<file path="config.mk">
export PLATFORM = sky130hd
export DESIGN_NAME = spi_host_client_peripheral_core
export DESIGN_NICKNAME = d
export VERILOG_FILES = /design/src/design/shcp_pkg.sv /design/src/design/spi_host_client_peripheral_core.sv /design/src/design/shcp_step.sv
export SDC_FILE = /design/constraint.sdc
export NUM_CORES = 1
export LEC_CHECK = 0
export BUFFER_PORTS_ARGS = -buffer_cell sky130_fd_sc_hd__buf_2
export CAP_MARGIN = 20
export CORE_ASPECT_RATIO = 2
export CORE_MARGIN = 10
export CORE_UTILIZATION = 40
export DETAILED_ROUTE_END_ITERATION = 12
export HOLD_SLACK_MARGIN = 0.08
export PLACE_DENSITY = 0.68
export SYNTH_ARGS = -nofsm -noshare
export SYNTH_HDL_FRONTEND = slang
export SYNTH_SLANG_ARGS = --single-unit
</file>
<file path="constraint.sdc">
create_clock -name i_clk -period 3.7 [get_ports i_clk]
set_input_delay 0.185 -clock i_clk [delete_from_list [all_inputs] [get_ports i_clk]]
set_output_delay 0.185 -clock i_clk [all_outputs]
set_load 0.1 [all_outputs]
</file>
<file path="src/design/shcp_pkg.sv">
`timescale 1ns / 1ps
`default_nettype none
package shcp_pkg;

    // command codes
    localparam logic [1:0] CMD_READ  = 2'd0;
    localparam logic [1:0] CMD_WRITE = 2'd1;
    localparam logic [1:0] CMD_TICK  = 2'd2;

    // register select codes
    localparam logic [1:0] REG_CTRL   = 2'd0;
    localparam logic [1:0] REG_STATUS = 2'd1;
    localparam logic [1:0] REG_BUFFER = 2'd2;

    // control register bit positions
    localparam int CTRL_SPIE = 7;
    localparam int CTRL_SPE  = 6;
    localparam int CTRL_DORD = 5;
    localparam int CTRL_MSTR = 4;
    localparam int CTRL_CPOL = 3;
    localparam int CTRL_CPHA = 2;

    // status register bit positions
    localparam int STAT_SPIF = 7;
    localparam int STAT_WCOL = 6;
    localparam int STAT_2X   = 0;

    // clock edges in one byte frame
    localparam logic [4:0] FRAME_EDGES = 5'd16;

    typedef enum logic [1:0] {
        MODE_OFF    = 2'd0,
        MODE_LEAD   = 2'd1,
        MODE_FOLLOW = 2'd2
    } t_mode;

    typedef struct packed {
        logic [1:0] command;
        logic [1:0] reg_sel;
        logic [7:0] write_value;
        logic       sck_in;
        logic       mosi_in;
        logic       miso_in;
        logic       ss_n_in;
        logic       ss_pin_is_input;
    } t_in_beat;

    typedef struct packed {
        logic [7:0] read_data;
        logic       sck_out;
        logic       mosi_out;
        logic       miso_out;
        logic       miso_drive;
        logic       irq;
        logic       busy_res;
    } t_out_beat;

    typedef struct packed {
        logic [7:0] control_reg;
        logic       flag_bit;
        logic       collision_bit;
        logic       double_speed;
        logic [7:0] data_latch;
        logic [7:0] shifter;
        logic [4:0] edge_count;
        logic [6:0] half_bit_timer;
        logic       transfer_active;
        logic [7:0] rx_byte;
        logic       rx_loaded;
        logic       status_seen;
        logic       clock_level;
        logic       selected_flag;
        logic       prev_sck;
        logic       drive_bit;
    } t_state;

    // clock divider factor for each SPR code
    function automatic logic [7:0] rate_factor(input logic [1:0] spr);
        logic [7:0] f;
        case (spr)
            2'd0:    f = 8'd4;
            2'd1:    f = 8'd16;
            2'd2:    f = 8'd64;
            default: f = 8'd128;
        endcase
        return f;
    endfunction

endpackage
`default_nettype wire

</file>
<file path="src/design/spi_host_client_peripheral_core.sv">
`timescale 1ns / 1ps
`default_nettype none
// channel   direction  handshake           payload
// input     in         i_valid / o_stall   i_in  (t_in_beat)
// output    out        o_valid / i_stall   o_out (t_out_beat)
//
// each beat (read, write or tick) is applied to the register state in the cycle
// it is accepted; its result appears on o_out in the cycle after
// sustained rate is one beat per cycle while i_stall is low, limited by the single result register
// a stalled result holds; a new beat is taken in the cycle the old one leaves
// synchronous active-low reset clears all controller state and the result valid
module spi_host_client_peripheral_core
    import shcp_pkg::*;
(
    input  wire       i_clk,
    input  wire       i_rst_n,
    input  wire       i_valid,
    output logic      o_stall,
    input  t_in_beat  i_in,
    output logic      o_valid,
    input  wire       i_stall,
    output t_out_beat o_out
);

    t_state    r_state;
    t_state    n_state;
    t_out_beat n_out;
    t_out_beat r_out;
    logic      r_out_valid;
    logic      w_accept;

    shcp_step u_step (
        .i_state (r_state),
        .i_beat  (i_in),
        .o_state (n_state),
        .o_beat  (n_out)
    );

    // room when the result register is empty or being taken this cycle
    assign o_stall  = r_out_valid & i_stall;
    assign w_accept = i_valid & ~o_stall;

    always_ff @(posedge i_clk) begin
        if (!i_rst_n) begin
            r_state     <= '0;
            r_out_valid <= 1'b0;
        end else begin
            if (w_accept) begin
                r_state     <= n_state;
                r_out_valid <= 1'b1;
            end else if (!i_stall) begin
                r_out_valid <= 1'b0;
            end
        end
    end

    always_ff @(posedge i_clk) begin
        if (w_accept) begin
            r_out <= n_out;
        end
    end

    assign o_valid = r_out_valid;
    assign o_out   = r_out;

endmodule
`default_nettype wire

</file>
<file path="src/design/shcp_step.sv">
`timescale 1ns / 1ps
`default_nettype none
module shcp_step
    import shcp_pkg::*;
(
    input  t_state    i_state,
    input  t_in_beat  i_beat,
    output t_state    o_state,
    output t_out_beat o_beat
);

    function automatic t_mode cur_mode(input logic [7:0] c);
        t_mode m;
        if (!c[CTRL_SPE]) begin
            m = MODE_OFF;
        end else if (c[CTRL_MSTR]) begin
            m = MODE_LEAD;
        end else begin
            m = MODE_FOLLOW;
        end
        return m;
    endfunction

    function automatic logic [6:0] half_bit(input logic [7:0] c, input logic ds);
        logic [7:0] f;
        f = rate_factor(c[1:0]);
        if (ds) begin
            f = f >> 1;
        end
        f = f >> 1;
        if (f == 8'd0) begin
            f = 8'd1;
        end
        return f[6:0];
    endfunction

    function automatic logic front_bit(input t_state s);
        return s.control_reg[CTRL_DORD] ? s.shifter[0] : s.shifter[7];
    endfunction

    function automatic t_state frame_start(input t_state s_in);
        t_state s;
        s = s_in;
        s.transfer_active = 1'b1;
        s.edge_count = 5'd0;
        if (!s.control_reg[CTRL_CPHA]) begin
            s.drive_bit = front_bit(s);
        end
        return s;
    endfunction

    // one edge at the new level; latches the byte at frame end
    function automatic t_state clock_edge(input t_state s_in, input logic level,
                                          input logic din);
        t_state s;
        logic   leading;
        s = s_in;
        leading = (level != s.control_reg[CTRL_CPOL]);
        s.edge_count = s.edge_count + 5'd1;
        if (leading != s.control_reg[CTRL_CPHA]) begin
            if (s.control_reg[CTRL_DORD]) begin
                s.shifter = {din, s.shifter[7:1]};
            end else begin
                s.shifter = {s.shifter[6:0], din};
            end
        end else begin
            s.drive_bit = front_bit(s);
        end
        if (s.edge_count >= FRAME_EDGES) begin
            s.rx_byte = s.shifter;
            s.rx_loaded = 1'b1;
            s.flag_bit = 1'b1;
            s.edge_count = 5'd0;
        end
        return s;
    endfunction

    function automatic logic frame_done(input t_state s);
        logic [4:0] e;
        e = s.edge_count + 5'd1;
        return e >= FRAME_EDGES;
    endfunction

    function automatic t_state client_select(input t_state s_in, input logic sel);
        t_state s;
        s = s_in;
        if (sel && !s.transfer_active) begin
            s = frame_start(s);
        end else if (!sel && s.transfer_active) begin
            s.transfer_active = 1'b0;
            s.edge_count = 5'd0;
        end
        return s;
    endfunction

    function automatic t_state select_update(input t_state s_in, input logic sel);
        t_state s;
        t_mode  m;
        s = s_in;
        m = cur_mode(s.control_reg);
        s.selected_flag = sel;
        if (m == MODE_LEAD) begin
            // select pulled low by another host: fall back to client
            if (sel) begin
                s.control_reg[CTRL_MSTR] = 1'b0;
                s.transfer_active = 1'b0;
                s.half_bit_timer = 7'd0;
                s.edge_count = 5'd0;
                s = client_select(s, sel);
                s.flag_bit = 1'b1;
            end
        end else if (m == MODE_FOLLOW) begin
            s = client_select(s, sel);
        end
        return s;
    endfunction

    function automatic t_state apply_mode(input t_state s_in, input t_mode old_m,
                                          input t_mode new_m);
        t_state s;
        s = s_in;
        if (old_m != new_m) begin
            s.transfer_active = 1'b0;
            s.half_bit_timer = 7'd0;
            s.edge_count = 5'd0;
            if (new_m == MODE_LEAD) begin
                s.clock_level = s.control_reg[CTRL_CPOL];
            end
            s = select_update(s, s.selected_flag);
        end
        return s;
    endfunction

    t_state     s;
    t_mode      m_old;
    t_mode      m;
    logic [7:0] rd;
    logic       done;

    always_comb begin
        s = i_state;
        rd = 8'd0;
        m_old = cur_mode(s.control_reg);
        done = 1'b0;
        case (i_beat.command)
            CMD_READ: begin
                case (i_beat.reg_sel)
                    REG_CTRL: begin
                        rd = s.control_reg;
                    end
                    REG_STATUS: begin
                        rd[STAT_SPIF] = s.flag_bit;
                        rd[STAT_WCOL] = s.collision_bit;
                        rd[STAT_2X] = s.double_speed;
                        if (s.flag_bit || s.collision_bit) begin
                            s.status_seen = 1'b1;
                        end
                    end
                    REG_BUFFER: begin
                        if (s.rx_loaded) begin
                            s.data_latch = s.rx_byte;
                            s.rx_loaded = 1'b0;
                        end
                        rd = s.data_latch;
                        if (s.status_seen) begin
                            s.status_seen = 1'b0;
                            s.flag_bit = 1'b0;
                            s.collision_bit = 1'b0;
                        end
                    end
                    default: begin
                    end
                endcase
            end
            CMD_WRITE: begin
                case (i_beat.reg_sel)
                    REG_CTRL: begin
                        s.control_reg = i_beat.write_value;
                        s = apply_mode(s, m_old, cur_mode(s.control_reg));
                        if (cur_mode(s.control_reg) == MODE_LEAD) begin
                            s.clock_level = s.control_reg[CTRL_CPOL];
                        end
                    end
                    REG_STATUS: begin
                        s.double_speed = i_beat.write_value[STAT_2X];
                    end
                    REG_BUFFER: begin
                        s.data_latch = i_beat.write_value;
                        if (s.control_reg[CTRL_SPE]) begin
                            if (s.transfer_active) begin
                                s.collision_bit = 1'b1;
                            end else begin
                                s.shifter = i_beat.write_value;
                                if (m_old == MODE_LEAD) begin
                                    s = frame_start(s);
                                    s.half_bit_timer = half_bit(s.control_reg,
                                                                s.double_speed);
                                end else if (!s.control_reg[CTRL_CPHA]) begin
                                    s.drive_bit = front_bit(s);
                                end
                                s.flag_bit = 1'b0;
                            end
                            s.status_seen = 1'b0;
                        end
                    end
                    default: begin
                    end
                endcase
            end
            CMD_TICK: begin
                if (m_old != MODE_LEAD || i_beat.ss_pin_is_input) begin
                    s = select_update(s, !i_beat.ss_n_in);
                end
                m = cur_mode(s.control_reg);
                if (m == MODE_FOLLOW && s.transfer_active && i_beat.sck_in != s.prev_sck) begin
                    s = clock_edge(s, i_beat.sck_in, i_beat.mosi_in);
                end
                s.prev_sck = i_beat.sck_in;
                if (m == MODE_LEAD && s.transfer_active) begin
                    if (s.half_bit_timer > 7'd1) begin
                        s.half_bit_timer = s.half_bit_timer - 7'd1;
                    end else begin
                        s.clock_level = !s.clock_level;
                        done = frame_done(s);
                        s = clock_edge(s, s.clock_level, i_beat.miso_in);
                        if (done) begin
                            s.transfer_active = 1'b0;
                            s.clock_level = s.control_reg[CTRL_CPOL];
                            s.half_bit_timer = 7'd0;
                        end else begin
                            s.half_bit_timer = half_bit(s.control_reg, s.double_speed);
                        end
                    end
                end
            end
            default: begin
            end
        endcase

        m = cur_mode(s.control_reg);
        o_state = s;
        o_beat.read_data = rd;
        o_beat.sck_out = (m == MODE_LEAD) && s.clock_level;
        o_beat.mosi_out = (m == MODE_LEAD) && s.drive_bit;
        o_beat.miso_out = (m == MODE_FOLLOW) && s.drive_bit;
        o_beat.miso_drive = (m == MODE_FOLLOW) && s.selected_flag;
        o_beat.irq = s.control_reg[CTRL_SPIE] && s.flag_bit;
        o_beat.busy_res = s.transfer_active;
    end

endmodule
`default_nettype wire
</file>
# [Word-level counts from Yosys, hierarchy flattened]
# Index checks and enable logic that the tools add are counted.
[word_totals] ff_bits=69 input_bits=21 wordCells=222
[classes] n_addsub=3 n_lt_le_gt_ge=3 n_eq_ne=44 mux=110 bitwise_logic=4 n_reduce_logical=33
[ops] cell="$mux 51" count=6
[ops] cell="$mux 54" count=4
[ops] cell="$mux 8" count=17
[ops] cell="$mux 46" count=2
[ops] cell="$pmux 43 s2" count=1
[ops] cell="$pmux 8 s3" count=3
[ops] cell="$pmux 29 s2" count=1
[ops] cell="$mux 53" count=1
[ops] cell="$mux 15" count=3
[ops] cell="$mux 2" count=22
[ops] cell="$mux 35" count=1
[ops] cell="$mux 7" count=4
[ops] cell="$mux 27" count=1
[ops] cell="$mux 26" count=1
[ops] cell="$mux 1" count=25
[ops] cell="$mux 24" count=1
[ops] cell="$eq 2x1->1 const B" count=11
[ops] cell="$mux 5" count=4
[ops] cell="$ne 2x2->1 const B" count=10
[ops] cell="$pmux 10 s2" count=1
[ops] cell="$mux 9" count=2
[ops] cell="$pmux 2 s3" count=3
[ops] cell="$eq 2x2->1 const B" count=8
[ops] cell="$logic_not 8->1" count=2
[ops] cell="other kinds (28)" count=63

# [Longest topological paths before layout]
[logic_depth] ltp_word=33 ltp_mapped=17

# [By module]
# From an unflattened synthesis, not the netlist that was laid out.
[hier_totals] cells_unflattened=768 area_unflattened_um2=6008.3
[modules_own_cells] module="shcp_step" n_inst=1 cells_each=516 area_each_um2=3316.9 seq_area_each_um2=0.0
[modules_own_cells] module="spi_host_client_peripheral_core" n_inst=1 cells_each=252 area_each_um2=2691.3 seq_area_each_um2=1521.5

# [Worst setup path before layout]
# Ideal clock, no wire load.
[synth_timing] path_type="reg2reg" from="register r_state[52] in the netlist's numbering" to="register r_state[10] in the netlist's numbering" setup_time_ps=117 arrival_time_ps=3612 path_slack_ps=-29 path_stages_with_launch=17 path_cell_list="dfxtp_1 -> nand4b_1 -> clkbuf_1 -> o21a_1 -> and2_1 -> ha_1 -> nand3_1 -> xnor2_1 -> o21ai_0 -> a22o_1 -> ha_1 -> nand2_1 -> o311ai_2 -> and3_4 -> o211ai_4 -> a32o_2 -> a22o_1"
[synth_between] elab_chain_len=21 elab_cells_between_ends=42 cone_classes="add/sub: 2; order compare: 3; eq/ne: 10; mux: 22; reduce/logical: 5"
[synth_rtl] item="start, declared" line_no="spi_host_client_peripheral_core.sv:25" source="t_state r_state;"
[synth_rtl] item="start signal, assigned" line_no="spi_host_client_peripheral_core.sv:49" source="r_state <= n_state;"
[synth_rtl] item="branches (longest 6 deep; another with $mux 51)"
[synth_rtl] item="$mux 54 *" line_no="shcp_step.sv:145" source="case (i_beat.command)"
[synth_rtl] item="branches (longest 12 deep; another with $add 5x1->5)"
[synth_rtl] item="$mux 46 *" line_no="shcp_step.sv:219" source="if (m == MODE_LEAD && s.transfer_active) begin"
[synth_rtl] item="$pmux 29 s2 *" line_no="shcp_step.sv:145"
# Mark *: on every way between the ends. The select of a mux whose other input is x is not followed.
# A chain may end at the register's enable or synchronous reset.

# [Final worst setup path]
[layout_timing] from="register r_state[14] in the netlist's numbering" to="register r_state[10] in the netlist's numbering"
[layout_between] elab_chain_len=18 elab_cells_between_ends=29 cone_classes="add/sub: 2; order compare: 2; mux: 19; reduce/logical: 6"
[layout_rtl] item="$logic_and 1x1->1 or $logic_not 1->1 (tied branches)" line_no="shcp_step.sv:89, shcp_step.sv:87"
[layout_rtl] item="$mux 5 or $logic_and 1x1->1 (tied branches)" line_no="shcp_step.sv:89, shcp_step.sv:87"
[layout_rtl] item="$mux 5" line_no="shcp_step.sv:87" source="if (sel && !s.transfer_active) begin"
[layout_rtl] item="$mux 27" line_no="shcp_step.sv:112" source="end else if (m == MODE_FOLLOW) begin"
[layout_rtl] item="$mux 51" line_no="shcp_step.sv:102" source="if (m == MODE_LEAD) begin"
[layout_rtl] item="$mux 51 *" line_no="shcp_step.sv:211" source="if (m_old != MODE_LEAD || i_beat.ss_pin_is_input) begin"
[layout_rtl] item="$mux 54 *" line_no="shcp_step.sv:145"
[layout_rtl] item="$add 5x1->5" line_no="shcp_step.sv:59" source="s.edge_count = s.edge_count + 5'd1;"
[layout_rtl] item="(+2 left out)"
[layout_rtl] item="$mux 46 *" line_no="shcp_step.sv:215" source="if (m == MODE_FOLLOW && s.transfer_active && i_beat.sck_in != s.prev_sck) begin"
[layout_rtl] item="$mux 54 *" line_no="shcp_step.sv:145"
[layout_rtl] item="$add 5x1->5" line_no="shcp_step.sv:59"
[layout_rtl] item="$ge 5x5->1" line_no="shcp_step.sv:69" source="if (s.edge_count >= FRAME_EDGES) begin"
[layout_rtl] item="$mux 9" line_no="shcp_step.sv:69"
[layout_rtl] item="$mux 15" line_no="shcp_step.sv:220" source="if (s.half_bit_timer > 7'd1) begin"
[layout_rtl] item="$mux 46 *" line_no="shcp_step.sv:219"
[layout_rtl] item="$pmux 29 s2 *" line_no="shcp_step.sv:145"
# Mark *: on every way between the ends. The rest lies on a longest branch, timed or not. The select of a mux whose other input is x is not followed.

==> reports/summary.md <==
## Detailed routing
* 0 — DRC violations left
* 5284 — Vias
* 0 — remaining number of nets flagged by the antenna check after routing
* 544 — number of violations reported at the end of detailed-routing iteration 0
* 9 — number of detailed-route iterations in the first pass
* 20.8 µm — Routed WL per cell
* 17.2 mm — Routed Wire Length
* 6.38 — vias per cell

## Place
* 806 — cell count after placement
* 0.972 — routability-driven placement congestion ratio
* 36 — number of buffers inserted by port buffering
* 0.0620 ns — pre-CTS setup slack
* 12.7 mm — estimated wirelength of the detail-placed design

## Floorplanning
* 37 — ports placed on the boundary
* 58 — Std-Cell Rows
* 12500 µm² — Placeable Area
* 99.3 µm — Die Wd
* 17700 µm² — floorplan die area
* 179 µm — chip height
* 40.3% — initial core utilization

## Synth
* 2.06% — xor and xnor fraction of the mapped netlist area
* 7.79 µm² — average instance area after synthesis
* 21.9% — portion of synthesized cell area occupied by the leading cell type
* 0 — number of warnings printed during yosys synthesis
* 5030 µm² — cell area after synthesis
* 25.9% — synthesized-area fraction occupied by ao, oa, aoi and oai cells
* sky130_fd_sc_hd__dfxtp_1 — cell type with the highest aggregate area in the netlist
* 30.2% — sequential fraction of the synthesis area
* 69 — post-synthesis register bit count
* 9.89% — multiplexer area fraction after synthesis
* 76 — Synth cell types
* compound AO/OA/AOI/OAI gates — largest family of logic cells by synthesized area
* sky130_fd_sc_hd__dfxtp_1 — top flip-flop cell by instance count after synthesis
* 676 — Mapped Nets
* 0% — proportion of register bits with asynchronous set or reset after synthesis
* 24.7% — simple-gate area share of the yosys netlist
* 646 — number of instances in the synthesized netlist
* sky130_fd_sc_hd__nand2_1 (92), sky130_fd_sc_hd__dfxtp_1 (55), sky130_fd_sc_hd__o21ai_0 (54) — leading post-synthesis cells by instance count
* 2.24% — adder and majority gate portion of the synthesized area
* sky130_fd_sc_hd__nand2_1 — cell with the most instances after synthesis
* sky130_fd_sc_hd__dfxtp_1 (22%), sky130_fd_sc_hd__mux2i_1 (8.6%), sky130_fd_sc_hd__edfxtp_1 (8.4%), sky130_fd_sc_hd__nand2_1 (6.9%), sky130_fd_sc_hd__o21ai_0 (5.4%) — most area-consuming cells after synthesis
* 14 — number of synthesized flops with an enable pin

## Global routing
* 3.69% — met3 track utilization from global routing
* 5299 — number of global-route vias before repair
* met2 — global route hottest layer
* 34.5% — global-route track usage on met2
* 19.2% — Tot GR Track Use
* 18.5% — Global Route met1 Usage
* 27.5 mm — global-route wire length before repair
* 0 — initial antenna violation count
* 33 — maximum number of pins on one net before global-route repair
* 0 — total global routing overflow

## Run
* 0 — maximum capacitance violations

## Critical path
* 3.93 ns — required arrival time at the worst endpoint
* flop — kind of launch point of the worst setup path
* r_state[14] — Reg2Reg Launch Point
* 0.16 ns — setup slack of the most critical reg-to-reg path
* 15 — number of cells on the worst reg-to-reg path
* 6 — Max Fanout on Critical Path
* r_state[10] — Reg-to-Reg End
* 3.77 ns — CP Data Arrival Time
* flop — Worst Setup End Kind
* flop to flop — category of the most critical setup path

## Timing
* 55.3% — Slew headroom
* 3.54 ns — final critical path time including I/O delays and setup
* 0.00784 ns — worst clock skew on the final layout
* 0.160 ns — worst setup slack after layout
* 0 — final count of hold timing violations
* 0.282 GHz — maximum clock frequency
* 0.671 ns — actual slew at the worst max-slew pin
* 0 — final setup vio count
* 0 — Slew Viols, Final
* 0.0888 ns — worst hold slack after final layout
* 95.7% — Final period util

## Layout
* 0 — number of antenna diodes
* 703 — Final #Nets
* 1211 — Filler Cells Inserted
* 828 — number of cells in the finished layout apart from fillers
* 15.0% — layout overhead on the synthesized area
* 16.8% — proportion of layout cells with a drive suffix above 1

## Clock network
* 9 — TritonCTS Buffers
* 0.34 ns — insertion delay of the later-clocked pin in the worst-skew pair
* 3 — count of H-tree levels built during CTS
* 0.06 ns — clock-pin slew on the worst setup and hold paths
* yes — TritonCTS clock tree
* 69 — number of clock sinks seen by CTS
* 0 — hold buffers post-CTS
* sky130_fd_sc_hd__clkbuf_16 — cell at the root of the clock tree
* 2 — worst-case clock buffer depth

## Hold path
* input pin to flop — Hold/Removal Path Class
* o_valid — capture endpoint of the worst hold path
* i_valid — startpoint of the worst hold path
* 2 — Worst Hold Depth

## Power
* 372 nW/µm² — power density normalized to cell area
* 2.10 nW — leakage dissipation
* 0.296 mV — highest ir drop seen on vdd

## Status
* finished, final reports clean — run status

## cells in the final DEF (no fill, tap or decap), types with 3 or more instances in the layout
cell type / netlist / routed
sky130_fd_sc_hd__a211oi_1: 12 / 12
sky130_fd_sc_hd__a21o_1: 4 / 4
sky130_fd_sc_hd__a21oi_1: 39 / 39
sky130_fd_sc_hd__a22o_1: 9 / 9
sky130_fd_sc_hd__a22oi_1: 10 / 10
sky130_fd_sc_hd__a311oi_1: 3 / 3
sky130_fd_sc_hd__a31oi_1: 6 / 6
sky130_fd_sc_hd__a32oi_1: 6 / 6
sky130_fd_sc_hd__a41oi_1: 3 / 3
sky130_fd_sc_hd__and2_1: 7 / 5
sky130_fd_sc_hd__and3_1: 8 / 8
sky130_fd_sc_hd__buf_2: 6 / 36
sky130_fd_sc_hd__buf_4: 2 / 26
sky130_fd_sc_hd__clkbuf_16: 0 / 9
sky130_fd_sc_hd__dfxtp_1: 55 / 54
sky130_fd_sc_hd__edfxtp_1: 14 / 14
sky130_fd_sc_hd__ha_1: 9 / 7
sky130_fd_sc_hd__inv_1: 14 / 14
sky130_fd_sc_hd__mux2_2: 6 / 6
sky130_fd_sc_hd__mux2i_1: 43 / 43
sky130_fd_sc_hd__nand2_1: 92 / 91
sky130_fd_sc_hd__nand2b_1: 13 / 13
sky130_fd_sc_hd__nand3_1: 27 / 26
sky130_fd_sc_hd__nand4_1: 12 / 12
sky130_fd_sc_hd__nor2_1: 53 / 53
sky130_fd_sc_hd__nor3_1: 9 / 9
sky130_fd_sc_hd__nor3b_1: 4 / 4
sky130_fd_sc_hd__nor4_1: 6 / 6
sky130_fd_sc_hd__o211ai_1: 4 / 4
sky130_fd_sc_hd__o21a_1: 5 / 4
sky130_fd_sc_hd__o21ai_0: 54 / 53
sky130_fd_sc_hd__o21ai_1: 7 / 8
sky130_fd_sc_hd__o22ai_1: 9 / 9
sky130_fd_sc_hd__xnor2_1: 7 / 6
## area by class of cell
type / count / area (µm²) / area share [%]
Tap cell: 150 / 188 / 3.24
Clock buffer: 9 / 225 / 3.89
Clock inverter: 7 / 105 / 1.82
Sequential cell: 69 / 1520 / 26.3
Multi-Input combinational cell: 516 / 3320 / 57.3
Inverter: 15 / 56.3 / 0.972
Timing Repair Buffer: 62 / 375 / 6.48
## power by group
part | switching (mW) | internal (mW) | total (mW)
registers | 0.0235 | 0.792 | 0.815
clock network | 0.371 | 0.601 | 0.972
logic | 0.267 | 0.0992 | 0.366
total | 0.661 | 1.49 | 2.15
## metal layers
layer  part of all wire [%]  wire length [µm]
met1                     36              6180
met3                    5.4               936
met5                      0                 0
met4                    7.7              1330
met2                     51              8760
## critical path: stages, from the launching register on
cell                       delay [ns]
sky130_fd_sc_hd__dfxtp_1         0.34
sky130_fd_sc_hd__xor2_1          0.20
sky130_fd_sc_hd__o21a_2          0.23
sky130_fd_sc_hd__and2_4          0.17
sky130_fd_sc_hd__ha_4            0.14
sky130_fd_sc_hd__nand3_2         0.09
sky130_fd_sc_hd__xnor2_2         0.17
sky130_fd_sc_hd__o21ai_1         0.13
sky130_fd_sc_hd__a22o_1          0.24
sky130_fd_sc_hd__ha_4            0.18
sky130_fd_sc_hd__nand2_1         0.09
sky130_fd_sc_hd__o311ai_4        0.43
sky130_fd_sc_hd__and3_4          0.28
sky130_fd_sc_hd__o211ai_4        0.14
sky130_fd_sc_hd__a32o_2          0.36
sky130_fd_sc_hd__a22o_1          0.23
## kinds of logic (layout without fill, tap and decap cells)
group           count (synthesis)  in the layout
xor+xnor                       10             10
buf+inv                        61             93
flops                          69             69
fa+ha+maj                       9              9
mux                            49             49
simple gates                  252            252
compound gates                196            196
## stage by stage
stage | TNS, ns | utilization, % | total power [mW] | area (µm²)
finish | 0 | 46.4 | 2.15 | 5790
CTS | 0 | 45.7 | 2.15 | 5700
global route | -0.00105 | 46.4 | 2.22 | 5790
global placement | 0 | 43.1 | 1.18 | 5370
detailed placement | 0 | 43.1 | 1.19 | 5370
floorplan | 0 | - | 1.08 | 5050
## flip-flops by register name, indices dropped and copies added (netlist names)
name	count
r_state	54
o_valid	1
o_out	14
## how the worst max path moves through the flow
stage	start	endpoint	cells after the start
detailed placement	i_in[1]	r_state[10]	16
CTS	r_state[14]	r_state[10]	15
global route	r_state[14]	r_state[11]	15
finish	r_state[14]	r_state[10]	15
floorplan	r_state[52]	o_out[5]	16
global placement	r_state[14]	r_state[8]	15
## what timing repair did
| action | 4_1_cts | 5_1_grt |
|---|---|---|
| setup buffers | 0 | 6 |
| resized for setup | 0 | 12 |
| setup endpoints to repair | 0 | 16 |
Note: power is estimated with default switching activity, not from simulation.
